[config.mk]
export PLATFORM = sky130hd
export DESIGN_NAME = channel_command_stream_decoder_flat
export DESIGN_NICKNAME = d
export VERILOG_FILES = /design/src/hdl/ccsd_pkg.sv /design/src/hdl/ccsd_if.sv /design/src/hdl/channel_command_stream_decoder.sv /design/src/hdl/ccsd_front.sv /design/src/hdl/ccsd_queue.sv /design/src/hdl/ccsd_back.sv /design/src/flat_wrapper.sv
export SDC_FILE = /design/constraint.sdc
export NUM_CORES = 1
export LEC_CHECK = 0
export BUFFER_PORTS_ARGS = -buffer_cell sky130_fd_sc_hd__buf_2
export CORE_MARGIN = 2
export CORE_UTILIZATION = 52
export CTS_BUF_LIST = sky130_fd_sc_hd__clkbuf_2 sky130_fd_sc_hd__clkbuf_4 sky130_fd_sc_hd__clkbuf_8
export DETAILED_ROUTE_END_ITERATION = 6
export GPL_TIMING_DRIVEN = 0
export PLACE_DENSITY = 0.72
export SLEW_MARGIN = 30
export SYNTH_ARGS = -nofsm -noshare
export SYNTH_HDL_FRONTEND = slang
export SYNTH_SLANG_ARGS = --single-unit
export TNS_END_PERCENT = 5
[constraint.sdc]
create_clock -name clk -period 9.12 [get_ports clk]
set_input_delay 1.368 -clock clk [delete_from_list [all_inputs] [get_ports clk]]
set_output_delay 1.368 -clock clk [all_outputs]
set_load 0.1 [all_outputs]
[src/hdl/ccsd_pkg.sv]
// shared types, constants and helpers for the channel command stream decoder
// depends on nothing; every other file imports it
package ccsd_pkg;

    localparam int CLASS_W  = 10;
    localparam int METHOD_W = 16;
    localparam int ARG_W    = 32;
    localparam int WORD_W   = 32;
    localparam int OFFSET_W = 12;
    localparam int IMM_W    = 12;
    localparam int MASK_W   = 16;
    localparam int SCMASK_W = 6;
    localparam int COUNT_W  = 16;
    localparam int MODE_W   = 4;
    localparam int BIT_IDX_W = 4;

    // apb side
    localparam int APB_DATA_W  = 32;
    localparam int APB_ADDR_W  = 3;
    localparam int CFG_INDEX_W = 1;
    localparam logic [CFG_INDEX_W-1:0] REG_INITIAL_CLASS = 1'b0;

    // queue between decode and output
    localparam int QUEUE_DEPTH = 4;
    localparam int QPTR_W      = $clog2(QUEUE_DEPTH);
    localparam int QCNT_W      = $clog2(QUEUE_DEPTH + 1);

    typedef enum logic [MODE_W-1:0] {
        MODE_SET_CLASS = 4'd0,
        MODE_INCR      = 4'd1,
        MODE_NONINCR   = 4'd2,
        MODE_MASK      = 4'd3,
        MODE_IMMEDIATE = 4'd4
    } mode_t;

    typedef struct packed {
        logic [CLASS_W-1:0]  target_class;
        logic [METHOD_W-1:0] method_number;
        logic [ARG_W-1:0]    argument;
    } wr_item_t;

    typedef struct packed {
        logic full;
        logic empty;
    } q_stat_t;

    // index of the lowest set bit, top index when the mask is empty
    function automatic logic [BIT_IDX_W-1:0] lowest_bit(input logic [MASK_W-1:0] m);
        logic [BIT_IDX_W-1:0] idx;
        idx = BIT_IDX_W'(MASK_W - 1);
        for (int i = MASK_W - 1; i >= 0; i--)
        begin
            if (m[i])
            begin
                idx = BIT_IDX_W'(i);
            end
        end
        return idx;
    endfunction

endpackage

[src/hdl/ccsd_if.sv]
// channel interfaces for the decoder: command words in, method writes out
// depends on ccsd_pkg
interface ccsd_cmd_if;
    import ccsd_pkg::*;
    logic              valid;
    logic              ready;
    logic [WORD_W-1:0] command_word;

    modport source (output valid, output command_word, input ready);
    modport sink   (input valid, input command_word, output ready);
endinterface

interface ccsd_wr_if;
    import ccsd_pkg::*;
    logic                valid;
    logic                ready;
    logic [CLASS_W-1:0]  target_class;
    logic [METHOD_W-1:0] method_number;
    logic [ARG_W-1:0]    argument;

    modport source (output valid, output target_class, output method_number,
                    output argument, input ready);
    modport sink   (input valid, input target_class, input method_number,
                    input argument, output ready);
endinterface

[src/hdl/channel_command_stream_decoder.sv]
// top level of the channel command stream decoder: apb register, front end,
// queue and output stage; depends on ccsd_pkg, ccsd_if, ccsd_front,
// ccsd_queue and ccsd_back
//
//   port    role        carries
//   cmd     sink        command_word (32b header or data)
//   wr      source      target_class (10b), method_number (16b), argument (32b)
//   apb     slave       initial_class at address 0
//
// one command word is taken every cycle while the 4-entry queue has room
// a method write reaches wr by way of the queue and then the output register
// (decode writes it into the queue, then the output register takes it)
// rst_n clears all header state and sets the active class to 0
// a stall on wr fills the queue; cmd.ready drops only when it is full
module channel_command_stream_decoder
    import ccsd_pkg::*;
(
    input  logic                  clk,
    input  logic                  rst_n,
    ccsd_cmd_if.sink              cmd,
    ccsd_wr_if.source             wr,
    input  logic                  psel,
    input  logic                  penable,
    input  logic                  pwrite,
    input  logic [APB_ADDR_W-1:0] paddr,
    input  logic [APB_DATA_W-1:0] pwdata,
    output logic [APB_DATA_W-1:0] prdata,
    output logic                  pready
);

    logic               cfg_wr;
    logic               cfg_hit;
    logic [CLASS_W-1:0] initial_class_reg, initial_class_next;

    logic     push;
    logic     pop;
    wr_item_t push_item;
    wr_item_t head_item;
    q_stat_t  q_stat;

    // apb register: writes land at the access phase, no wait states
    assign pready  = 1'b1;
    assign cfg_hit = (paddr[APB_ADDR_W-1:2] == REG_INITIAL_CLASS);
    assign cfg_wr  = psel && penable && pwrite && pready && cfg_hit;
    assign prdata  = cfg_hit ? APB_DATA_W'(initial_class_reg) : '0;

    always_comb
    begin
        initial_class_next = initial_class_reg;
        if (cfg_wr)
        begin
            initial_class_next = pwdata[CLASS_W-1:0];
        end
    end

    always_ff @(posedge clk or negedge rst_n)
    begin
        if (!rst_n)
        begin
            initial_class_reg <= '0;
        end
        else
        begin
            initial_class_reg <= initial_class_next;
        end
    end

    // front end decodes headers and builds writes; the written class also
    // loads the active class at once
    ccsd_front u_front (
        .clk       (clk),
        .rst_n     (rst_n),
        .cmd       (cmd),
        .cfg_wr    (cfg_wr),
        .cfg_class (pwdata[CLASS_W-1:0]),
        .q_stat    (q_stat),
        .push      (push),
        .push_item (push_item)
    );

    // decouples decode from output stalls
    ccsd_queue u_queue (
        .clk       (clk),
        .rst_n     (rst_n),
        .push      (push),
        .push_item (push_item),
        .pop       (pop),
        .head_item (head_item),
        .q_stat    (q_stat)
    );

    // registered output channel
    ccsd_back u_back (
        .clk       (clk),
        .rst_n     (rst_n),
        .q_stat    (q_stat),
        .head_item (head_item),
        .pop       (pop),
        .wr        (wr)
    );

`ifndef NO_ASSERTIONS
    // the front end never writes into a full queue
    assert property (@(posedge clk) disable iff (!rst_n) push |-> !q_stat.full)
        else $error("write pushed into full queue");

    // the output stage never drains an empty queue
    assert property (@(posedge clk) disable iff (!rst_n) pop |-> !q_stat.empty)
        else $error("pop from empty queue");

    // a pop while full frees exactly one slot
    assert property (@(posedge clk) disable iff (!rst_n)
        (q_stat.full && pop && !push) |=> !q_stat.full)
        else $error("queue stayed full after pop");
`endif

endmodule

[src/hdl/ccsd_front.sv]
// front end: accepts command words, tracks header state, builds method writes
// depends on ccsd_pkg and ccsd_cmd_if
module ccsd_front
    import ccsd_pkg::*;
(
    input  logic               clk,
    input  logic               rst_n,
    ccsd_cmd_if.sink           cmd,
    input  logic               cfg_wr,
    input  logic [CLASS_W-1:0] cfg_class,
    input  q_stat_t            q_stat,
    output logic               push,
    output wr_item_t           push_item
);

    logic [COUNT_W-1:0]  words_left_reg,   words_left_next;
    logic [METHOD_W-1:0] base_method_reg,  base_method_next;
    logic [MASK_W-1:0]   pending_mask_reg, pending_mask_next;
    logic                step_up_reg,      step_up_next;
    logic [CLASS_W-1:0]  active_class_reg, active_class_next;

    logic                accept;
    logic [BIT_IDX_W-1:0] low_idx;
    logic [MODE_W-1:0]   hdr_mode;
    logic [OFFSET_W-1:0] hdr_offset;
    logic [COUNT_W-1:0]  hdr_value;

    assign cmd.ready  = !q_stat.full;
    assign accept     = cmd.valid && cmd.ready;
    assign low_idx    = lowest_bit(pending_mask_reg);
    assign hdr_mode   = cmd.command_word[31:28];
    assign hdr_offset = cmd.command_word[27:16];
    assign hdr_value  = cmd.command_word[15:0];

    always_comb
    begin
        words_left_next   = words_left_reg;
        base_method_next  = base_method_reg;
        pending_mask_next = pending_mask_reg;
        step_up_next      = step_up_reg;
        active_class_next = active_class_reg;
        push              = 1'b0;
        push_item.target_class  = active_class_reg;
        push_item.method_number = base_method_reg;
        push_item.argument      = cmd.command_word;

        if (accept)
        begin
            if (pending_mask_reg != '0)
            begin
                // data word for the lowest pending mask bit
                push = 1'b1;
                push_item.method_number = base_method_reg + METHOD_W'(low_idx);
                pending_mask_next = pending_mask_reg & (pending_mask_reg - 1'b1);
            end
            else if (words_left_reg != '0)
            begin
                push = 1'b1;
                words_left_next = words_left_reg - 1'b1;
                if (step_up_reg)
                begin
                    base_method_next = base_method_reg + 1'b1;
                end
            end
            else
            begin
                case (mode_t'(hdr_mode))
                    MODE_SET_CLASS:
                    begin
                        pending_mask_next = MASK_W'(hdr_value[SCMASK_W-1:0]);
                        base_method_next  = METHOD_W'(hdr_offset);
                        active_class_next = hdr_value[SCMASK_W +: CLASS_W];
                    end
                    MODE_INCR:
                    begin
                        words_left_next  = hdr_value;
                        base_method_next = METHOD_W'(hdr_offset);
                        step_up_next     = 1'b1;
                    end
                    MODE_NONINCR:
                    begin
                        words_left_next  = hdr_value;
                        base_method_next = METHOD_W'(hdr_offset);
                        step_up_next     = 1'b0;
                    end
                    MODE_MASK:
                    begin
                        pending_mask_next = hdr_value;
                        base_method_next  = METHOD_W'(hdr_offset);
                    end
                    MODE_IMMEDIATE:
                    begin
                        push = 1'b1;
                        push_item.method_number = METHOD_W'(hdr_offset);
                        push_item.argument      = ARG_W'(hdr_value[IMM_W-1:0]);
                    end
                    default:
                    begin
                        push = 1'b0;
                    end
                endcase
            end
        end

        if (cfg_wr)
        begin
            active_class_next = cfg_class;
        end
    end

    always_ff @(posedge clk or negedge rst_n)
    begin
        if (!rst_n)
        begin
            words_left_reg   <= '0;
            base_method_reg  <= '0;
            pending_mask_reg <= '0;
            step_up_reg      <= 1'b0;
            active_class_reg <= '0;
        end
        else
        begin
            words_left_reg   <= words_left_next;
            base_method_reg  <= base_method_next;
            pending_mask_reg <= pending_mask_next;
            step_up_reg      <= step_up_next;
            active_class_reg <= active_class_next;
        end
    end

endmodule

[src/hdl/ccsd_queue.sv]
// short fifo of method writes between the front end and the output stage
// depends on ccsd_pkg
module ccsd_queue
    import ccsd_pkg::*;
(
    input  logic     clk,
    input  logic     rst_n,
    input  logic     push,
    input  wr_item_t push_item,
    input  logic     pop,
    output wr_item_t head_item,
    output q_stat_t  q_stat
);

    wr_item_t            mem_reg [QUEUE_DEPTH];
    logic [QPTR_W-1:0]   wr_ptr_reg, wr_ptr_next;
    logic [QPTR_W-1:0]   rd_ptr_reg, rd_ptr_next;
    logic [QCNT_W-1:0]   count_reg,  count_next;

    assign q_stat.full  = (count_reg == QCNT_W'(QUEUE_DEPTH));
    assign q_stat.empty = (count_reg == '0);
    assign head_item    = mem_reg[rd_ptr_reg];

    always_comb
    begin
        wr_ptr_next = push ? wr_ptr_reg + 1'b1 : wr_ptr_reg;
        rd_ptr_next = pop  ? rd_ptr_reg + 1'b1 : rd_ptr_reg;
        count_next  = count_reg;
        if (push && !pop)
        begin
            count_next = count_reg + 1'b1;
        end
        else if (pop && !push)
        begin
            count_next = count_reg - 1'b1;
        end
    end

    always_ff @(posedge clk)
    begin
        if (push)
        begin
            mem_reg[wr_ptr_reg] <= push_item;
        end
    end

    always_ff @(posedge clk or negedge rst_n)
    begin
        if (!rst_n)
        begin
            wr_ptr_reg <= '0;
            rd_ptr_reg <= '0;
            count_reg  <= '0;
        end
        else
        begin
            wr_ptr_reg <= wr_ptr_next;
            rd_ptr_reg <= rd_ptr_next;
            count_reg  <= count_next;
        end
    end

endmodule

[src/hdl/ccsd_back.sv]
// output stage: pulls method writes from the queue into a registered channel
// depends on ccsd_pkg and ccsd_wr_if
module ccsd_back
    import ccsd_pkg::*;
(
    input  logic     clk,
    input  logic     rst_n,
    input  q_stat_t  q_stat,
    input  wr_item_t head_item,
    output logic     pop,
    ccsd_wr_if.source wr
);

    logic     out_valid_reg, out_valid_next;
    wr_item_t out_item_reg;

    // refill whenever the register is empty or being drained
    assign pop = !q_stat.empty && (!out_valid_reg || wr.ready);

    always_comb
    begin
        out_valid_next = out_valid_reg;
        if (pop)
        begin
            out_valid_next = 1'b1;
        end
        else if (wr.ready)
        begin
            out_valid_next = 1'b0;
        end
    end

    always_ff @(posedge clk or negedge rst_n)
    begin
        if (!rst_n)
        begin
            out_valid_reg <= 1'b0;
        end
        else
        begin
            out_valid_reg <= out_valid_next;
        end
    end

    always_ff @(posedge clk)
    begin
        if (pop)
        begin
            out_item_reg <= head_item;
        end
    end

    assign wr.valid         = out_valid_reg;
    assign wr.target_class  = out_item_reg.target_class;
    assign wr.method_number = out_item_reg.method_number;
    assign wr.argument      = out_item_reg.argument;

endmodule

[src/flat_wrapper.sv]
// flat-port wrapper written by rule: the top's interface ports become plain ports
module channel_command_stream_decoder_flat import ccsd_pkg::*;
  (clk, rst_n, psel, penable, pwrite, paddr, pwdata, prdata, pready, cmd_valid, cmd_command_word, cmd_ready, wr_valid, wr_target_class, wr_method_number, wr_argument, wr_ready);
  ccsd_cmd_if cmd_i ();
  ccsd_wr_if wr_i ();
  input  logic clk;
  input  logic rst_n;
  input  logic psel;
  input  logic penable;
  input  logic pwrite;
  input  logic [APB_ADDR_W-1:0] paddr;
  input  logic [APB_DATA_W-1:0] pwdata;
  output logic [APB_DATA_W-1:0] prdata;
  output logic pready;
  input wire logic [$bits(cmd_i.valid)-1:0] cmd_valid;
  input wire logic [$bits(cmd_i.command_word)-1:0] cmd_command_word;
  output wire logic [$bits(cmd_i.ready)-1:0] cmd_ready;
  output wire logic [$bits(wr_i.valid)-1:0] wr_valid;
  output wire logic [$bits(wr_i.target_class)-1:0] wr_target_class;
  output wire logic [$bits(wr_i.method_number)-1:0] wr_method_number;
  output wire logic [$bits(wr_i.argument)-1:0] wr_argument;
  input wire logic [$bits(wr_i.ready)-1:0] wr_ready;
  assign cmd_i.valid = cmd_valid;
  assign cmd_i.command_word = cmd_command_word;
  assign cmd_ready = cmd_i.ready;
  assign wr_valid = wr_i.valid;
  assign wr_target_class = wr_i.target_class;
  assign wr_method_number = wr_i.method_number;
  assign wr_argument = wr_i.argument;
  assign wr_i.ready = wr_ready;
  channel_command_stream_decoder u_core (.clk(clk), .rst_n(rst_n), .cmd(cmd_i), .wr(wr_i), .psel(psel), .penable(penable), .pwrite(pwrite), .paddr(paddr), .pwdata(pwdata), .prdata(prdata), .pready(pready));
endmodule
==> Yosys cells after proc, flatten, opt, wreduce, memory -nomap -nowiden <==
Memory sizes are Yosys's and may differ from the RTL's. A register that Yosys moved wholly into a read port is not among the register bits.
Index checks and enable logic that the tools add are counted.
{ "word_totals": {"in_bits": 74, "memories": 1, "ff_bits": 77, "mem_bits_rw": 232, "romBits": 0, "word_cells": 109, "out_inout_bits": 93, "latchBits": 0} }
{ "op_classes": {"shifts": 0, "bitwise_logic": 4, "eq_ne": 9, "mul": 0, "addsub": 8, "n_reduce_logical": 32, "magnitude_cmp": 0, "muxes": 45, "div": 0} }
{ "mem_list": {"columns": ["name", "words", "width", "rd", "rd_ports_with_merged_regs", "wr", "line_no", "rtl"], "rows": [
  ["u_core.u_queue.mem_reg", 4, 58, 1, 1, 1, "ccsd_queue.sv:15", "wr_item_t mem_reg [QUEUE_DEPTH];"]
]} }
{ "ops": {"columns": ["operator", "count"], "rows": [
  ["$mux 48", 3],
  ["$mux 16", 8],
  ["$mux 10", 6],
  ["$mux 4", 13],
  ["$mux 32", 1],
  ["$pmux 16 s2", 1],
  ["$reduce_bool 16->1", 2],
  ["$sub 16x1->16 const B", 2],
  ["$add 16x1->16 const B", 1],
  ["$add 16x4->16", 1],
  ["$and 16x16->16", 1],
  ["$reduce_bool 2->1", 7],
  ["$reduce_and 4->1", 3],
  ["$mux 1", 9],
  ["$eq 4x2->1 const B", 2],
  ["$logic_and 1x1->1", 7],
  ["$mux 3", 2],
  ["$reduce_and 3->1", 2],
  ["$logic_not 1->1", 5],
  ["$add 2x1->2 const B", 2],
  ["$eq 4x1->1 const B", 1],
  ["$eq 4x3->1 const B", 1],
  ["$logic_not 4->1", 1],
  ["$ne 2x1->1 const B", 2],
  ["12 further kinds", 15]
]} }

==> Depth between registers and ports, before layout <==
Gate-level depths: netlist of the first run.
{ "depth": {"ltp_word": 18, "depth_mapped": 13, "mapped_depth_nobuf": 13} }

==> Modules after synthesis <==
A second synthesis of the first run with hierarchy kept.
{ "hier_totals": {"cells_unflattened": 1025, "area_unflattened_um2": 15992.8} }
{ "by_module_without_submodules": {"columns": ["module", "seq_area_each_um2", "area_per_inst_um2", "cells_each", "n_inst"], "rows": [
  ["ccsd_queue", 7141.8, 8834.7, 338, 1],
  ["ccsd_front", 1476.4, 4684.5, 565, 1],
  ["ccsd_back", 1766.7, 1791.7, 63, 1],
  ["channel_command_stream_decoder", 250.2, 681.9, 59, 1]
]} }

==> Least setup slack after synthesis of the first run <==
No wires, ideal clock.
{ "synth_timing": {"path_kind": "input-to-reg", "startpoint": "input wr_ready", "endpoint": "register u_core.u_queue.count_reg[1]", "stages": 7, "setup_ns": 0.125, "arrival_time_ns": 5.591, "setup_slack_ns": 3.405, "required_ns": 8.995, "path_buffers": 0, "cell_sequence": "inv_1 > a21oi_1 > inv_1 > ha_1 > inv_1 > fa_1 > mux2_2"} }
{ "synth_between": {"elab_chain_cells": 5, "elab_cells_between_ends": 7, "classes_between": "mux: 1; reduce/logical: 6"} }
{ "synth_lines": {"columns": ["item", "line_no", "rtl"], "rows": [
  ["from (decl)", "flat_wrapper.sv:22", "input wire logic [$bits(wr_i.ready)-1:0] wr_ready;"],
  ["$logic_or 1x1->1", "ccsd_back.sv:18", "assign pop = !q_stat.empty && (!out_valid_reg || wr.ready);"],
  ["$logic_and 1x1->1", "ccsd_back.sv:18", null],
  ["via u_core.pop", "channel_command_stream_decoder.sv:36", "logic pop;"],
  ["$logic_not 1->1", "ccsd_queue.sv:29", "if (push && !pop)"],
  ["$logic_and 1x1->1", "ccsd_queue.sv:29", null],
  ["$mux 3", "ccsd_queue.sv:29", null],
  ["via u_core.u_queue.count_next[1]", "ccsd_queue.sv:18", "logic [QCNT_W-1:0] count_reg, count_next;"],
  ["to (signal assigned)", "ccsd_queue.sv:59", "count_reg <= count_next;"],
  ["to (decl)", "ccsd_queue.sv:18", null]
]} }
The timed path passes the listed nets, and every way through them passes these cells.
A chain may end at the register's enable or synchronous reset.

==> summary.txt, run 1 <==
Placed design
  • Dpl ws: 5.35 ns
  • Cells after DPL: 1,564
  • GPL Wtd Cong: 0.944
  • PortBufs: 119
  • Detailed Place HPWL: roughly 25,000 um

Clock network
  • CTS Hold Bufs: 0
  • Reg clk slew, reported paths: about 0.060 ns
  • # clock sinks: about 370
  • Post-CTS setup buffer count: 0
  • CTS root buffer: clkbuf_8
  • CTS max path bufs: 3
  • CTS tree: yes
  • Total CTS buffers: 54
  • CTS HTree Levels: 2
  • Clk_lat worst skew: roughly 0.6 ns
  • Post-CTS Resized: 0

Synth
  • Yosys warnings: 0
  • Post-synth top flop: edfxtp_1
  • Register area share after synthesis: 68.1%
  • Ranking of synthesized cells by area: edfxtp_1 56%, dfrtp_1 12%, mux4_2 8.4%
  • Register bit total from synthesis: 367
  • Synth cell types: 72
  • Async set-reset flop share out of synthesis: roughly a fifth
  • Share of the synthesized area in the top cell type: between 50% and 60%
  • Largest area contributor in the netlist: edfxtp_1
  • Post-synth EDFFs: 290
  • Syn Area/Cell: 15.2 um^2
  • Post-Synthesis Cells: around 1,000
  • Syn Std Cell Area: around 16,000 um^2

Setup path
  • Required time worst endpoint: 9.47 ns
  • Worst EP arrival: 4.41 ns
  • CP max FO: 7
  • R2R cell count: 11
  • Crit end category: flip-flop
  • CP Class: reg -> reg
  • Startpoint types: flip-flop

STA
  • Setup violations, final: 0
  • Relative slew slack: 35.3%
  • Final Hold Viols: 0
  • Minimum clock period: slightly above 4 ns
  • Max Slew Vio Count: 0
  • F_max: 246 MHz
  • Setup tns final: 0 ns
  • Skew final: around 0.026 ns
  • RSZ-0062 raised after global routing: no
  • Final hold slack: 0.468 ns
  • Final period utilization: between 40 and 50%
  • Worst-margin pin slew: 0.961 ns
  • PnR worst setup slack: 5.06 ns

GRT
  • Total track usage: 23.7%
  • Largest net degree at the start of global routing: 65
  • Total gr overflow: 0
  • First-pass GRT wire length: 56,100 um
  • Initial antenna violation count: 1
  • Number of global-route vias before repair: between 9,000 and 10,000

Final layout
  • Layout cell share with drive strength beyond 1: 26.8%
  • Max FFs per register: 232
  • Final net count: 1,317
  • Area Growth Syn to Fin: 16.2%
  • Commonest non-fill, non-tap cell in the layout: edfxtp_1
  • Commonest cells after routing, fill and taps aside: 290 x edfxtp_1, 124 x buf_2, 77 x dfrtp_1
  • Final non-filler cell total: 1,667
  • Final cell utilization of the core: about 60%

Drt
  • Wire length per cell: 21.9 um
  • Initial DRC count: approximately 920
  • # DRC: 0
  • Total Routed Length: 36,500 um
  • DRT Pass-1 Iters: 6
  • Vias per cell: 5.91
  • Vias: 9,851
  • Final ANT Viol Nets: 0

Floorplanning
  • FP Rows: 63
  • Chip Height: around 180 um
  • Core area: 29,600 um^2
  • Starting Density: 52.7%
  • Die area: 31,400 um^2
  • Die X: 177 um
  • # IOs: 167

Power
  • VDD IR max: 0.162 mV
  • P_leak: 6.75 nW
  • Pwr/cell area: 336 nW/um^2

Min path
  • Hold Path Class: reg -> reg
  • WHS Path Cells: 2

Flow run
  • Max_cap viols: 0

Outcome
  • Status: complete, no violations
## power breakdown
part	leakage, nW	total [W]	internal [W]	switching, W
Combinational	2.42	0.00225	0.000550	0.00170
Sequential	3.71	0.00246	0.00232	0.000143
Clock	0.628	0.00139	0.000779	0.000613
## Yosys cell counts, drive strengths merged (9+ instances only)
cell type	count
ha	11
a2bb2oi	12
nor2	54
nand2	56
o31ai	20
inv	29
nand3	20
nor3	30
a31oi	21
edfxtp	290
o22ai	9
mux4	58
and2	31
nand4	19
and3	14
o21ai	22
clkbuf	38
nor4	12
nor2b	11
buf	37
dfrtp	77
a21oi	33
## logic make-up (layout without fill, tap and decap cells)
logic type | after synthesis | after routing | share of synthesized area, %
other cells | 2 | 24 | 0.0481
fa+ha+maj | 13 | 13 | 1.14
simple gates | 278 | 278 | 9.61
buf+inv | 104 | 333 | 3.16
compound gates | 180 | 180 | 8.10
xor+xnor | 10 | 10 | 0.561
mux | 72 | 72 | 9.31
flops | 367 | 367 | 68.1
## layer usage
metal | global-route usage (%) | share of wire [%] | vias up
met2 | 36.3 | 46 | 454
met4 | 9.15 | 3.8 | 0
met1 | 33.8 | 42 | 4875
met3 | 4.80 | 8.3 | 99
li1 | - | - | 4423
met5 | 0 | 0 | -
## path summary, 6_finish.rpt
check	from	to	slack (ns)
max in group asynchronous	rst_n	u_core.u_front.pending_mask_reg[10]	7.91
min in group asynchronous	rst_n	u_core.u_front.base_method_reg[6]	0.60
worst max register to register	u_core.u_front.pending_mask_reg[0]	u_core.u_queue.mem_reg[2][46]	5.06
worst max-delay path	u_core.u_front.pending_mask_reg[0]	u_core.u_queue.mem_reg[2][46]	5.06
worst min register to register	u_core.initial_class_reg[4]	u_core.initial_class_reg[4]	0.47
worst min-delay path	u_core.initial_class_reg[4]	u_core.initial_class_reg[4]	0.47
## stage by stage
step,area (um^2),power [W]
6_report,18100,0.00610
5_1_grt,18100,0.00635
4_1_cts,18100,0.00615
3_5_place_dp,17000,0.00476
3_3_place_gp,16800,0.00471
2_1_floorplan,15700,0.00428
## critical path, cell delays in order (launching register included)
cell and delay (ns):
dfrtp_1 0.46, nor3_1 0.27, a2111oi_0 0.14, a21oi_1 0.20, ha_1 0.22, inv_1 0.07, fa_1 0.43, nand2b_1 0.20
a2111oi_0 0.64, o21ai_0 0.54, or3_1 0.47, o21ai_0 0.18
## cell type report
type	instances	area (um^2)
inverter	29	109
clock buffer	85	1030
timing repair buffer	127	754
fill	2287	11500
multi-input combinational	576	4590
clock inverter	17	151
sequential	367	10600
tap	390	488
antenna	1	2.50
buffer	75	388
Note: power is estimated with default switching activity, not from simulation.
==> run 2: changes to the inputs <==
Settings changed: ABC_AREA set to 1, PLACE_DENSITY 0.72 to 0.75.
Clock period 9.12 ns to 3.5 ns, I/O delays scaled along.
==> summary.txt, run 2 <==
Clock network
  • Clk_lat worst skew: 0.60 ns (about the same)
  • # clock sinks: 367 (unchanged)
  • CTS max path bufs: 3 (unchanged)
  • CTS tree: yes
  • Reg clk slew, reported paths: 0.07 ns (about the same)
  • Total CTS buffers: 57 (+5.6%)
  • CTS root buffer: clkbuf_8
  • CTS HTree Levels: 2 (unchanged)
  • Post-CTS setup buffer count: 0 (unchanged)

Final layout
  • Final net count: 1,839 (+40%)
  • Area Growth Syn to Fin: 17.3%
  • Max FFs per register: 232 (unchanged)
  • Commonest cells after routing, fill and taps aside: 290 x edfxtp_1, 275 x nand2_1, 212 x o21ai_0
  • Layout cell share with drive strength beyond 1: 18.8% (-8.0 points)
  • Commonest non-fill, non-tap cell in the layout: edfxtp_1
  • Final non-filler cell total: 2,197 (+32%)

Floorplanning
  • Core area: 30,700 um^2 (+3.7%)
  • FP Rows: 64 (+1.6%)
  • Die X: 181 um (+2.1%)
  • # IOs: 167 (unchanged)
  • Die area: 32,800 um^2 (+4.2%)
  • Starting Density: 53.0% (+0.26 points)
  • Chip Height: 181 um (+2.1%)

Synth
  • Post-Synthesis Cells: 1,536 (+50%)
  • Share of the synthesized area in the top cell type: 53.5% (-2.3 points)
  • Yosys warnings: 0 (unchanged)
  • Post-synth top flop: edfxtp_1
  • Syn Std Cell Area: 16,300 um^2 (+4.3%)
  • Syn Area/Cell: 10.6 um^2 (-30%)
  • Synth cell types: 47 (-35%)
  • Async set-reset flop share out of synthesis: 21.0% (unchanged)
  • Post-synth EDFFs: 290 (unchanged)
  • Most frequent cells after synthesis: 290 x edfxtp_1, 275 x nand2_1, 215 x o21ai_0
  • Synth Area in XOR/XNOR: 1.29% (+0.73 points)
  • Adder-cell share of the synthesized area: 1.09% (-0.047 points)
  • Register area share after synthesis: 65.3% (-2.8 points)
  • Ranking of synthesized cells by area: edfxtp_1 53%, dfrtp_1 12%, o21ai_0 6.6%
  • Mux share of post-synthesis cell area: 0% (-9.3 points)
  • Register bit total from synthesis: 367 (unchanged)
  • Compound-Gate Fraction of Synth Area: 11.5% (+3.4 points)
  • Largest family of logic cells by synthesized area: simple AND/OR/NAND/NOR gates
  • Post-synthesis simple-gate area fraction: 14.5% (+4.9 points)
  • Cell with the most instances after synthesis: edfxtp_1
  • Largest area contributor in the netlist: edfxtp_1

STA
  • RSZ-0062 raised after global routing: yes
  • Minimum clock period: 3.32 ns (-0.743 ns)
  • Final Hold Viols: 0 (unchanged)
  • Setup violations, final: 0 (unchanged)
  • Relative slew slack: 54.6% (+19 points)
  • Final hold slack: 0.132 ns (-0.336 ns)
  • Final period utilization: 94.9% (+50 points)
  • Max Slew Vio Count: 0 (unchanged)
  • Worst-margin pin slew: 0.680 ns (-0.281 ns)
  • F_max: 301 MHz (+22%)
  • Skew final: 0.0188 ns (-0.00739 ns)

Setup path
  • Crit path from: u_core.u_front.pending_mask_reg[3]
  • Worst R2R Setup Slack: 0.18 ns (-4.88 ns)
  • Worst EP arrival: 3.62 ns (-0.79 ns)
  • CP max FO: 18 (+11)
  • Critical path capture point: u_core.u_queue.mem_reg[0][40]
  • Crit end category: flip-flop
  • CP Class: reg -> reg
  • Required time worst endpoint: 3.80 ns (-5.67 ns)
  • Worst reg2reg path endpoint: u_core.u_queue.mem_reg[0][40]
  • Worst r2r src: u_core.u_front.pending_mask_reg[3]
  • Startpoint types: flip-flop
  • R2R cell count: 13 (+2)

GRT
  • Total track usage: 25.2% (+1.5 points)
  • Initial antenna violation count: 1 (unchanged)
  • Total gr overflow: 0 (unchanged)
  • Largest net degree at the start of global routing: 52 (-20%)
  • Number of global-route vias before repair: 11,519 (+18%)
  • First-pass GRT wire length: 63,700 um (+14%)

Min path
  • Hold Path Class: in -> reg

Drt
  • Vias per cell: 5.50 (-7.0%)
  • DRT Pass-1 Iters: 6 (unchanged)
  • Initial DRC count: 1,457 (+58%)
  • # DRC: 0 (unchanged)
  • Vias: 12,076 (+23%)
  • Total Routed Length: 41,200 um (+13%)
  • Wire length per cell: 18.7 um (-14%)
  • Final ANT Viol Nets: 0 (unchanged)

Flow run
  • Max_cap viols: 0 (unchanged)

Power
  • VDD IR max: 0.655 mV (+300%)
  • P_leak: 7.78 nW (+15%)
  • Pwr/cell area: 1070 nW/um^2 (+220%)

Outcome
  • Status: complete, no violations

Placed design
  • PortBufs: 119 (unchanged)
  • Cells after DPL: 2,088 (+34%)
  • GPL Wtd Cong: 0.953 (+0.91%)
  • Detailed Place HPWL: 28,900 um (+17%)
## run 2: changes by cell type in the layout (fill, tap and decap cells not counted), moves of 20 or more
cell	change
nor2_1	+145
nor3_1	-20
a31oi_1	-20
mux4_2	-58
o21ai_2	+22
o22ai_1	+50
nand3_1	+37
and2_1	-25
o21ai_0	+190
nand2_1	+219
inv_1	+92
## run 2: worst min path at each step
stage | from | to | slack (ns) | cells past startpoint
global placement | u_core.u_front.pending_mask_reg[6] | u_core.u_front.pending_mask_reg[6] | 0.47 | 2
floorplan | rst_n | u_core.initial_class_reg[0] | 0.23 | 0
finish | wr_ready | u_core.u_back.wr.valid | 0.13 | 2
detailed placement | rst_n | u_core.u_queue.count_reg[2] | 0.41 | 1
global route | wr_ready | u_core.u_back.wr.valid | 0.14 | 2
CTS | wr_ready | u_core.u_back.wr.valid | 0.10 | 2
## run 2: logic make-up (layout without fill, tap and decap cells)
kind of cell | after synthesis | after routing
DFF | 367 | 367
adders and majority gates | 13 | 13
buffers and inverters | 230 | 473
xor gates and xnor gates | 24 | 24
and+or+nand+nor | 571 | 571
AOI/OAI and AO/OA | 329 | 329
other | 2 | 24
## run 2: repair_timing
action	CTS	global route
setup endpoints to repair	0	22
hold buffers	1	0
endpoints found under the hold margin	26	0
resized for setup	0	8
## run 2: through the flow
step / worst slack (ns) / TNS [ns] / util [%] / total power [W] / instance area [um^2]
detailed placement: -0.265 / -7.42 / 58.2 / 0.0168 / 17900
floorplan: -0.459 / -106.51 / - / 0.0142 / 16400
CTS: 0.0301 / 0 / 62.0 / 0.0204 / 19100
global route: -0.0903 / -0.875 / 62.1 / 0.0215 / 19100
finish: 0.178 / 0 / 62.1 / 0.0205 / 19100
global placement: -1.88 / -421.76 / 56.9 / 0.0164 / 17500
## run 2: cell type report
cell class,count,area [um^2]
diodes,1,2.50
multi-input cells,960,4770
fillers,2460,11600
flip-flops and latches,367,10600
clock buffers,80,1010
well taps,396,495
repair buffers,136,1000
clock inverters,27,160
inverters,132,499
plain buffers,98,526
## run 2: metal layers
metal  wire length, um  share of wire [%]  vias to the layer above  GRT usage (%)
met2             20300                 49                      583           42.2
met4               943                2.3                        0           8.72
li1                  -                  -                     5682              -
met5                 0                  0                        -              0
met1             16500                 40                     5741           34.1
met3              3450                8.4                       70           3.53
## run 2: where the power goes
part           internal [W]  switching [W]  total [W]
Sequential          0.00654       0.000543    0.00709
Clock               0.00194        0.00167    0.00361
Combinational       0.00230        0.00747    0.00976
## run 2: worst max-delay path: stages (launching register included)
cell,delay [ns]
dfrtp_1,0.38
inv_1,0.09
nand2_1,0.09
nor2_1,0.04
nand2_1,0.13
inv_1,0.09
and3_1,0.15
buf_4,0.17
a31oi_2,0.42
inv_1,0.29
nor2_4,0.54
buf_16,0.24
buf_16,0.18
buf_8,0.17
==> run 3: changes to the inputs <==
Settings changed: BUFFER_PORTS_ARGS -buffer_cell sky130_fd_sc_hd__buf_2 to not set, DONT_BUFFER_PORTS set to 1, PLACE_DENSITY 0.75 to 0.7, RECOVER_POWER set to 25.
==> summary.txt, run 3 (synthesized netlist as in run 2, its figures left out) <==
Final layout
  • Fillers: 2,451 (-0.37%)
  • Commonest cells after routing, fill and taps aside: 290 x edfxtp_1, 275 x nand2_1, 211 x o21ai_0
  • Area Growth Syn to Fin: 14.5%
  • Register area: 10,600 um^2 (unchanged)
  • Final cell utilization of the core: 60.7% (-1.4 points)
  • Area occupied by multi-input gates: 4840 um^2 (+1.4%)
  • Post-route cell area: 18,700 um^2 (-2.3%)
  • Layout cell share with drive strength beyond 1: 13.4% (-5.4 points)
  • Commonest non-fill, non-tap cell in the layout: edfxtp_1
  • Final net count: 1,735 (-5.7%)
  • Final non-filler cell total: 2,086 (-5.1%)
  • Max FFs per register: 232 (unchanged)

Placed design
  • PortBufs: 0 (-100%)
  • Area post-placement: 17,400 um^2 (-3.0%)
  • Dpl ws: -0.0655 ns (+0.199 ns)
  • GPL Wtd Cong: 0.919 (-3.6%)
  • Detailed Place HPWL: 28,700 um (-1.0%)
  • Cells after DPL: 1,968 (-5.7%)

GRT
  • Total track usage: 25.0% (-0.18 points)
  • Total gr overflow: 0 (unchanged)
  • Number of global-route vias before repair: 11,142 (-3.3%)
  • Initial antenna violation count: 2 (+1)
  • First-pass GRT wire length: 63,400 um (-0.60%)
  • Largest net degree at the start of global routing: 78 (+50%)

STA
  • Skew final: 0.0352 ns (+0.0165 ns)
  • RSZ-0062 raised after global routing: yes
  • Final Hold Viols: 0 (unchanged)
  • Setup violations, final: 0 (unchanged)
  • Relative slew slack: -37.8% (-92 points)
  • Final period utilization: 91.3% (-3.6 points)
  • Max Slew Vio Count: 78 (+78)
  • PnR worst setup slack: 0.305 ns (+0.127 ns)
  • Worst-margin pin slew: 2.07 ns (+1.39 ns)
  • Minimum clock period: 3.19 ns (-0.127 ns)
  • F_max: 313 MHz (+4.0%)

Setup path
  • Worst r2r src: u_core.u_front.pending_mask_reg[13]
  • Worst R2R Setup Slack: 0.31 ns (+0.13 ns)
  • CP Class: reg -> reg
  • Crit end category: flip-flop
  • R2R cell count: 25 (+12)
  • Crit path from: u_core.u_front.pending_mask_reg[13]
  • Critical path capture point: u_core.u_queue.mem_reg[1][44]
  • Startpoint types: flip-flop
  • Required time worst endpoint: 3.80 ns (about the same)
  • Worst reg2reg path endpoint: u_core.u_queue.mem_reg[1][44]
  • CP max FO: 4 (-14)
  • Worst EP arrival: 3.50 ns (-0.12 ns)

Flow run
  • Max_cap viols: 1 (+1)

Drt
  • DRT Pass-1 Iters: 5 (-1)
  • Wire length per cell: 19.7 um (+5.2%)
  • Total Routed Length: 41,200 um (about the same)
  • Initial DRC count: 1,276 (-12%)
  • Vias per cell: 5.57 (+1.3%)
  • Final ANT Viol Nets: 0 (unchanged)
  • Vias: 11,613 (-3.8%)
  • # DRC: 0 (unchanged)

Floorplanning
  • FP Rows: 64 (unchanged)
  • Die X: 181 um (unchanged)
  • Core area: 30,700 um^2 (unchanged)
  • Chip Height: 181 um (unchanged)
  • # IOs: 167 (unchanged)
  • Die area: 32,800 um^2 (unchanged)
  • Starting Density: 53.0% (unchanged)

Clock network
  • CTS max path bufs: 3 (unchanged)
  • Total CTS buffers: 58 (+1.8%)
  • # clock sinks: 367 (unchanged)
  • CTS tree: yes
  • CTS HTree Levels: 2 (unchanged)
  • Reg clk slew, reported paths: 0.06 ns (about the same)
  • Clk_lat worst skew: 0.62 ns (+0.02 ns)
  • CTS root buffer: clkbuf_8

Outcome
  • Violated checks: capacitance limit, slew limit
  • Status: finished with violations

Min path
  • WHS Path Cells: 0 (-2)
  • Hold Path Class: in -> reg
## run 3: changes by cell type in the layout (fill, tap and decap cells not counted), moves of 2 or more
cell	previous run	this run
buf_2	130	12
dlygate4sd3_1	1	14
clkbuf_4	15	27
clkinv_2	17	5
nor2_1	195	185
nor2_4	5	15
clkinv_1	9	6
buf_8	4	2
clkbuf_2	0	2
clkbuf_8	65	63
## run 3: worst min-delay path by stage
stage                              from                           end
floorplan                         rst_n   u_core.initial_class_reg[0]
global placement                  rst_n   u_core.u_queue.count_reg[0]
detailed placement                rst_n   u_core.u_queue.count_reg[2]
CTS                 cmd_command_word[0]  u_core.u_queue.mem_reg[0][0]
global route        cmd_command_word[0]  u_core.u_queue.mem_reg[0][0]
finish              cmd_command_word[0]  u_core.u_queue.mem_reg[0][0]
## run 3: critical path: stages, from the launching register on
cell and delay (ns):
dfrtp_1 0.39, inv_1 0.09, nand2_1 0.06, nand2_1 0.05, nand2_1 0.05, nand2_1 0.05
nand2_1 0.05, nand2_1 0.04, nand2_1 0.05, nand2_1 0.05, nand2_1 0.05, nand2_1 0.04
nand2_1 0.05, nand2_1 0.05, a21oi_1 0.16, ha_1 0.20, inv_1 0.07, fa_1 0.42
inv_1 0.07, nand3_1 0.07, nand2_1 0.13, nand2_1 0.11, nor2_2 0.14, inv_1 0.10
o21ai_0 0.17, o21bai_1 0.18
## run 3: timing repair
item / in CTS / in global routing
hold endpoints to repair: 123 / 0
setup buffers: 1 / 0
gates cloned: 0 / 0
gates resized for setup: 0 / 9
setup endpoints to repair: 14 / 34
pin swaps: 1 / 0
hold buffers: 15 / 0
## run 3: through the flow
step / TNS (ns) / hold slack, ns
floorplan: -106.51 / 0.229
global placement: -467.55 / 0.233
detailed placement: -0.902 / 0.233
CTS: 0 / 0.00284
global route: -1.08 / 0.00252
finish: 0 / 0.0319
## run 3: routing by layer
layer | global-route usage (%) | wire (um) | vias up
met5 | 0 | 0 | -
met4 | 8.81 | 1200 | 0
met3 | 4.56 | 3440 | 94
met2 | 40.2 | 19200 | 521
met1 | 34.6 | 17300 | 5542
li1 | - | - | 5456
## run 3: layout make-up
cell class                 instances  area share, %
timing repair buffer              31           2.77
multi-input combinational        960           25.9
tap                              396           2.66
inverter                         132           2.68
buffer                            98           2.82
clock buffer                      90           5.73
antenna                            1         0.0134
sequential                       367           57.0
clock inverter                    11          0.376
Power of run 3 is not shown: default switching activity piles up to over one toggle a cycle in this logic, so the estimate is an artifact.
